===== config.mk =====
export PLATFORM = sky130hd
export DESIGN_NAME = apt_sum
export DESIGN_NICKNAME = d
export VERILOG_FILES = /design/src/rtl/apt_pkg.sv /design/src/rtl/apt_sum.sv
export SDC_FILE = /design/constraint.sdc
export NUM_CORES = 1
export LEC_CHECK = 0
export BUFFER_PORTS_ARGS = -buffer_cell sky130_fd_sc_hd__buf_2
export CORE_AREA = 4 4 327 329
export DETAILED_ROUTE_END_ITERATION = 12
export DIE_AREA = 0 0 331 333
export REMOVE_ABC_BUFFERS = 1
export SYNTH_ARGS = -nofsm -noshare
export SYNTH_HDL_FRONTEND = slang
export SYNTH_SLANG_ARGS = --single-unit

===== constraint.sdc =====
create_clock -name clk -period 7.4 [get_ports clk]
set_clock_uncertainty 0.05 [all_clocks]
set_input_delay 1.48 -clock clk [delete_from_list [all_inputs] [get_ports clk]]
set_output_delay 1.48 -clock clk [all_outputs]
set_load 0.02 [all_outputs]

===== src/rtl/apt_pkg.sv =====
// types, constants and codes of the affine point transform
// depends on nothing; used by every module of the block
`default_nettype none

package apt_pkg;

  localparam int FRAC_BITS = 16;
  localparam int DIM       = 4;
  localparam int IDX_W     = $clog2(DIM);
  localparam int DATA_W    = 32;
  localparam int PROD_W    = 2 * DATA_W;
  localparam int SUM_W     = PROD_W + 2;
  localparam int N_OUT     = 3;

  localparam logic signed [DATA_W-1:0] FIX_ONE     = DATA_W'(64'sd1 <<< FRAC_BITS);
  localparam logic signed [DATA_W-1:0] FIX_NEG_ONE = -FIX_ONE;
  localparam logic signed [DATA_W-1:0] SAT_MAX     = {1'b0, {(DATA_W-1){1'b1}}};
  localparam logic signed [DATA_W-1:0] SAT_MIN     = {1'b1, {(DATA_W-1){1'b0}}};

  // operation codes
  localparam logic [1:0] MODE_WRITE = 2'd0;
  localparam logic [1:0] MODE_READ  = 2'd1;
  localparam logic [1:0] MODE_XFORM = 2'd2;

  // status codes
  localparam logic [1:0] STATUS_OK    = 2'd0;
  localparam logic [1:0] STATUS_RANGE = 2'd1;
  localparam logic [1:0] STATUS_SAT   = 2'd2;

  typedef struct packed {
    logic        [1:0]        mode;
    logic        [2:0]        row;
    logic        [2:0]        col;
    logic signed [DATA_W-1:0] value;
    logic signed [DATA_W-1:0] px;
    logic signed [DATA_W-1:0] py;
    logic signed [DATA_W-1:0] pz;
  } cmd_t;

  typedef struct packed {
    logic signed [DATA_W-1:0] rx;
    logic signed [DATA_W-1:0] ry;
    logic signed [DATA_W-1:0] rz;
    logic signed [DATA_W-1:0] read_value;
    logic        [1:0]        status;
  } res_t;

  // rows 0..2 of the matrix, as the transform sees them
  typedef logic [N_OUT-1:0][DIM-1:0][DATA_W-1:0] xf_rows_t;

  // products stage: nine products, three translations, side data
  typedef struct packed {
    logic                                   xform;
    logic [1:0]                             status;
    logic [DATA_W-1:0]                      read_value;
    logic [N_OUT-1:0][N_OUT-1:0][PROD_W-1:0] prod;
    logic [N_OUT-1:0][DATA_W-1:0]           trans;
  } prod_t;

endpackage

`default_nettype wire


===== src/rtl/apt_sum.sv =====
// sum stage: full-width sum, floor shift, saturation, result register
// depends on apt_pkg
`default_nettype none

module apt_sum (
  input  wire             clk,
  input  wire             en,
  input  apt_pkg::prod_t  stage,
  output apt_pkg::res_t   res
);
  import apt_pkg::*;

  logic signed [SUM_W-1:0]  sum     [N_OUT];
  logic signed [SUM_W-1:0]  shifted [N_OUT];
  logic signed [DATA_W-1:0] coord   [N_OUT];
  logic        [N_OUT-1:0]  sat;
  res_t                     res_next;

  // per output row: exact sum, arithmetic shift is floor, then clamp
  always_comb begin
    for (int r = 0; r < N_OUT; r++) begin
      sum[r] = SUM_W'($signed(stage.prod[r][0]))
             + SUM_W'($signed(stage.prod[r][1]))
             + SUM_W'($signed(stage.prod[r][2]))
             + (SUM_W'($signed(stage.trans[r])) <<< FRAC_BITS);
      shifted[r] = sum[r] >>> FRAC_BITS;
      // fits when all bits from the sign of a 32-bit word upward agree
      sat[r] = !((&shifted[r][SUM_W-1:DATA_W-1]) || !(|shifted[r][SUM_W-1:DATA_W-1]));
      if (!sat[r]) begin
        coord[r] = shifted[r][DATA_W-1:0];
      end else if (shifted[r][SUM_W-1]) begin
        coord[r] = SAT_MIN;
      end else begin
        coord[r] = SAT_MAX;
      end
    end
  end

  // result assembly by operation
  always_comb begin
    res_next            = '0;
    res_next.read_value = stage.read_value;
    res_next.status     = stage.status;
    if (stage.xform) begin
      res_next.rx     = coord[0];
      res_next.ry     = coord[1];
      res_next.rz     = coord[2];
      res_next.status = (|sat) ? STATUS_SAT : STATUS_OK;
    end
  end

  always_ff @(posedge clk) begin
    if (en) begin
      res <= res_next;
    end
  end

endmodule

`default_nettype wire


==> results of run 1 <==
==> metrics by stage <==
stage	power [mW]	hold WS (ns)	setup TNS [ns]	instances	area, µm²
2_1_floorplan	5.67	1.53	0	3403	27400
5_1_grt	9.93	1.05	0	5721	34500
6_report	9.16	1.10	0	5725	34500
4_1_cts	9.15	1.04	0	5711	34500
3_3_place_gp	8.14	1.61	-3.03	5679	33900
3_5_place_dp	8.08	1.61	0	5679	33900
==> cell usage after synthesis, drive strengths merged (6+ instances only) <==
master,count
nand3,44
o41ai,6
and4,17
o21ai,209
nor4,23
a221oi,12
or3,13
o211a,6
or2,8
o31ai,21
buf,24
o21bai,35
a31o,31
nor3,46
a21o,45
nor2b,8
nand2,239
a2111oi,8
nand3b,6
a211oi,32
nand2b,11
fa,336
a21oi,310
nand4,92
and2,16
o21a,59
a31oi,23
clkbuf,94
nor2,170
o211ai,18
and3,19
inv,959
xor2,62
ha,231
a21boi,9
xnor2,71
mux2i,6
edfxtp,130
a22oi,6
==> worst paths after layout <==
| kind | start | end | slack [ns] | cells after the start |
|---|---|---|---|---|
| setup / recovery | stage[31] | res[116] | 0.41 | 19 |
| hold / removal | stage[691] | res[21] | 1.10 | 1 |
==> cell families after synthesis <==
kind of cell,Yosys count,synth area share
simple gates,732,0.128
xor+xnor,133,0.0417
mux,8,0.00296
buf+inv,1077,0.147
flops,130,0.140
compound gates,874,0.196
fa+ha+maj,567,0.344
==> where the power goes <==
| part | leakage (nW) | internal, mW | switching, mW |
|---|---|---|---|
| Clock | 0.296 | 0.508 | 0.461 |
| Combinational | 16.4 | 2.53 | 4.47 |
| Sequential | 1.26 | 1.08 | 0.112 |
==> cell type report <==
cell class,count,area (µm²),area share
antenna,14,35.0,0.00102
clock buffer,18,429,0.0124
clock inverter,14,169,0.00490
inverter,959,3600,0.104
multi-input combinational,2314,19900,0.578
sequential,130,3900,0.113
tap,1380,1730,0.0500
timing repair buffer,896,4690,0.136
==> layer usage <==
| layer | track usage | vias up | share of wire |
|---|---|---|---|
| li1 | - | 13100 | - |
| met1 | 0.264 | 13400 | 0.41 |
| met5 | 0 | - | 0.00019 |
| met4 | 0.0663 | 4 | 0.029 |
| met2 | 0.357 | 1219 | 0.48 |
| met3 | 0.0437 | 166 | 0.080 |
==> timing repair <==
item                                    CTS  global route
hold buffers                              0             0
gates resized for setup                   0             2
buffers inserted                          0             0
endpoints found under the setup margin    0             1
==> flow_summary_export.csv, run 1 <==
group,metric,value,unit
run_status,status,"completed",
min_path,min_path_type,"in -> reg",
clocking,cts_sinks,130,
synthesis,synth_largest_area_cell,"fa_1",
timing,final_hold_viol_count,0,
drt,antenna_left,0,
power,leakage,18.0,nW
synthesis,synth.area.top_cells,"fa_1, edfxtp_1, inv_1",
synthesis,avgSynthCellArea,7.93,µm²
floorplanning,row_count,118,
power,ir_worst_vdd,0.148,mV
clocking,cts_tree,"yes",
place,hpwlAfterDp,104000,µm
finish,final_common_cell,"inv_1",
finish,synthToLayoutAreaGrowth,23.6,%
worst_setup_path,cp_data_arrival_time,7.31,ns
finish,top_regs,"res (130)",
worst_setup_path,crit_type,"in -> reg",
timing,fin_crit_sh,0.945,
timing,maxSlewHeadroom,0.401,
worst_setup_path,slowest_stage,"fa_1",
timing,final-setup-viol-count,0,
synthesis,synth_enable_flop_cells,130,
drt,post_drt_wl_per_cell,20.8,µm
synthesis,ys_seq_area_frac,0.140,
global_routing,grt_overflow,0,
clocking,h-tree-depth,4,
floorplanning,dieArea,110000,µm²
worst_setup_path,slowest_delay,0.59,ns
global_routing,grt_use_total,0.209,
global_routing,first_global_vias,28900,
timing,min_period,6.99,ns
timing,rsz0062_at_grt,"false",
worst_setup_path,path_buf_inv,4,
synthesis,ys_types,88,
finish,largest_register,"res",
drt,drc,0,
drt,drt_pass1_iterations,6,
drt,dr_total_vias,27900,
synthesis,synth_ff_type,"edfxtp_1",
worst_setup_path,worst_setup_path_start_kind,"primary input",
timing,clock.fmax,143,MHz
finish,final_util,0.333,
flow_run,maxCapViolCount,0,
finish,fillers,11100,
global_routing,grt_max_degree,73,
floorplanning,fp.dieH,333,µm
timing,slew_viol_final,0,
worst_setup_path,end_kind,"flop",
drt,drt-initial-drc-count,1867,
finish,most-common-layout-cells,"inv_1, buf_2, fa_1, a21oi_1, nand2_1",
global_routing,antenna_found_initial,32,
drt,drt-total-wl,119000,µm
clocking,cts_buffer_depth,2,
floorplanning,start_util,0.270,
finish,nNetsFinal,5594,
clocking,cts_buffers,17,
synthesis,ys_ff_latch,130,
place,dp_slack,0.00790,ns
clocking,path_clk_slew,0.08,ns
finish,largest_reg_flops,130,
synthesis,syn_inst,3521,
global_routing,grt_pass1_wl,174000,µm
synthesis,yosysWarnings,0,
finish,drive_above_1_share,0.227,
worst_setup_path,cp_data_required_time,7.71,ns
floorplanning,core-area,103000,µm²
clocking,cts_root_buf,"clkbuf_16",
drt,viasPerCell,4.87,
floorplanning,ios,839,
worst_setup_path,crit_family,"simple AND/OR/NAND/NOR gates",
synthesis,syn-cell-area,27900,µm²
place,numPortBuffers,838,
synthesis,synthArstFlopShare,0,
power,power.density,265,nW/µm²
timing,worstMarginPinSlew,0.899,ns
floorplanning,dieWidth,331,µm
synthesis,synth_top_area_share,0.241,
timing,finalWorstSetupSlack,0.406,ns
place,gp_congestion,0.955,
worst_setup_path,crit_fanout,31,
worst_setup_path,path_cells,"buf_2 -> clkinvlp_4 -> fa_1 -> fa_1 -> inv_1 -> ha_1 -> nand4_1 -> nor4_2 -> nand2_1 -> a311oi_1 -> nor3b_2 -> o31a_1 -> xnor2_1 -> nor3b_1 -> nor4bb_1 -> nand4_1 -> o41ai_4 -> buf_12 -> a31o_2",
No activity file was read; power rests on OpenSTA's default activity.
==> inputs of run 2 (changes only) <==
CORE_AREA = 5 5 328 330   (was 4 4 327 329)
CTS_BUF_LIST = sky130_fd_sc_hd__clkbuf_4 sky130_fd_sc_hd__clkbuf_8   (was not set)
DIE_AREA = 0 0 333 335   (was 0 0 331 333)
MAX_ROUTING_LAYER = met4   (was not set)
==> run 2 against run 1 <==
Compared with the run above:
- setup slack lost 0.068 ns
- first-iteration DRC count grew 6.3%
- design area shrank 0.59%
- largest cell class unchanged
==> flow_summary_export.csv, run 2 (synthesized netlist as in run 1, its figures left out) <==
group,metric,value,unit
finish,largest_register,"res",
power,power.density,260,nW/µm²
floorplanning,ios,839,
timing,final-setup-viol-count,0,
timing,min_period,7.06,ns
drt,drt-initial-drc-count,1985,
power,ir_worst_vdd,0.106,mV
min_path,min_from,"stage[684]",
worst_setup_path,cp_data_arrival_time,7.33,ns
worst_setup_path,crit_fanout,31,
drt,drt_pass1_iterations,5,
floorplanning,fp.dieH,335,µm
timing,final_hold_viol_count,0,
drt,viasPerCell,4.85,
drt,drt-total-wl,117000,µm
finish,largest_reg_flops,130,
timing,maxSlewHeadroom,0.314,
drt,antenna_left,0,
floorplanning,row_count,119,
worst_setup_path,cp_data_required_time,7.67,ns
flow_run,maxCapViolCount,0,
finish,final_area,34300,µm²
clocking,path_clk_slew,0.13,ns
clocking,cts_root_buf,"clkbuf_8",
worst_setup_path,worst_setup_path_start_kind,"primary input",
drt,drc,0,
worst_setup_path,end_kind,"flop",
finish,nNetsFinal,5592,
finish,most-common-layout-cells,"inv_1, buf_2, fa_1, a21oi_1, nand2_1",
finish,final_common_cell,"inv_1",
timing,worstMarginPinSlew,1.03,ns
drt,post_drt_wl_per_cell,20.5,µm
clocking,cts_sinks,130,
timing,fin_crit_sh,0.954,
global_routing,grt_pass1_wl,174000,µm
clocking,cts_buffer_depth,2,
run_status,status,"completed",
global_routing,first_global_vias,28700,
global_routing,antenna_found_initial,18,
min_path,hold_path_end,"res[14]",
min_path,min_path_type,"in -> reg",
floorplanning,core-area,105000,µm²
global_routing,grt_overflow,0,
drt,dr_total_vias,27800,
finish,top_regs,"res (130)",
place,gp_congestion,0.974,
global_routing,grt_use_total,0.209,
clocking,h-tree-depth,4,
finish,synthToLayoutAreaGrowth,22.8,%
place,placed_area,33800,µm²
floorplanning,dieArea,112000,µm²
floorplanning,dieWidth,333,µm
timing,clock.fmax,142,MHz
global_routing,grt_max_degree,69,
place,numPortBuffers,838,
timing,rsz0062_at_grt,"false",
worst_setup_path,crit_type,"in -> reg",
place,hpwlAfterDp,104000,µm
clocking,cts_buffers,17,
timing,slew_viol_final,0,
clocking,cts_tree,"yes",
floorplanning,start_util,0.267,
finish,drive_above_1_share,0.227,
min_path,hold_depth,1,
power,leakage,17.9,nW
finish,final_util,0.328,
## run 2: how the worst max path moves through the flow
stage / start / end / slack, ns / cells past startpoint
after floorplan: stage[31] / res[1] / 0.20 / 17
after global placement: stage[31] / res[115] / -0.36 / 19
after detailed placement: stage[31] / res[119] / -0.29 / 19
after CTS: stage[31] / res[119] / 0.33 / 19
after global routing: stage[63] / res[78] / 0.07 / 20
final: stage[63] / res[77] / 0.34 / 20
## run 2: critical path, cell delays in order
cell and delay, ns:
buf_2 0.25, inv_1 0.10, buf_4 0.21, fa_1 0.51, fa_1 0.50, inv_1 0.05, ha_1 0.37, a21oi_1 0.29
o21ai_0 0.23, a221oi_1 0.66, nor3_1 0.12, o21ai_1 0.23, nand2_1 0.13, or3_1 0.37, a2111oi_0 0.53, nand4_1 0.17
nor4_1 0.54, nand2b_1 0.23, buf_12 0.19, o21ai_0 0.14
## run 2: layer usage
metal	up-vias	wire length, µm	track usage
met4	0	2470	0.0438
li1	13100	-	-
met5	-	0	-
met1	13500	51400	0.271
met3	107	7340	0.0337
met2	1085	56200	0.348
## run 2: what timing repair did
action,4_1_cts,5_1_grt
setup endpoints to repair,0,32
buffers inserted,0,2
resized for setup,0,1
hold buffers,0,0
## run 2: metrics by stage
step | total power, mW | setup slack [ns] | hold WS, ns | std cells | setup TNS, ns
2_1_floorplan | 5.67 | 0.199 | 1.53 | 3403 | 0
3_3_place_gp | 8.14 | -0.362 | 1.61 | 5686 | -17.83
3_5_place_dp | 8.10 | -0.290 | 1.61 | 5686 | -13.11
4_1_cts | 8.91 | 0.328 | 0.921 | 5718 | 0
5_1_grt | 9.66 | 0.0719 | 0.937 | 5726 | 0
6_report | 8.92 | 0.338 | 1.00 | 5728 | 0
## run 2: power breakdown
| part | leakage (nW) | switching [mW] | internal [mW] | total, mW |
|---|---|---|---|---|
| Sequential | 1.26 | 0.0985 | 1.08 | 1.18 |
| Clock | 0.209 | 0.472 | 0.260 | 0.733 |
| Combinational | 16.4 | 4.48 | 2.53 | 7.01 |
## run 2: area by class of cell
type	count	area, µm²
clock buffer	17	234
multi-input combinational	2314	19900
fill	11400	70200
timing repair buffer	894	4670
clock inverter	15	181
tap	1391	1740
sequential	130	3900
antenna	8	20.0
inverter	959	3600
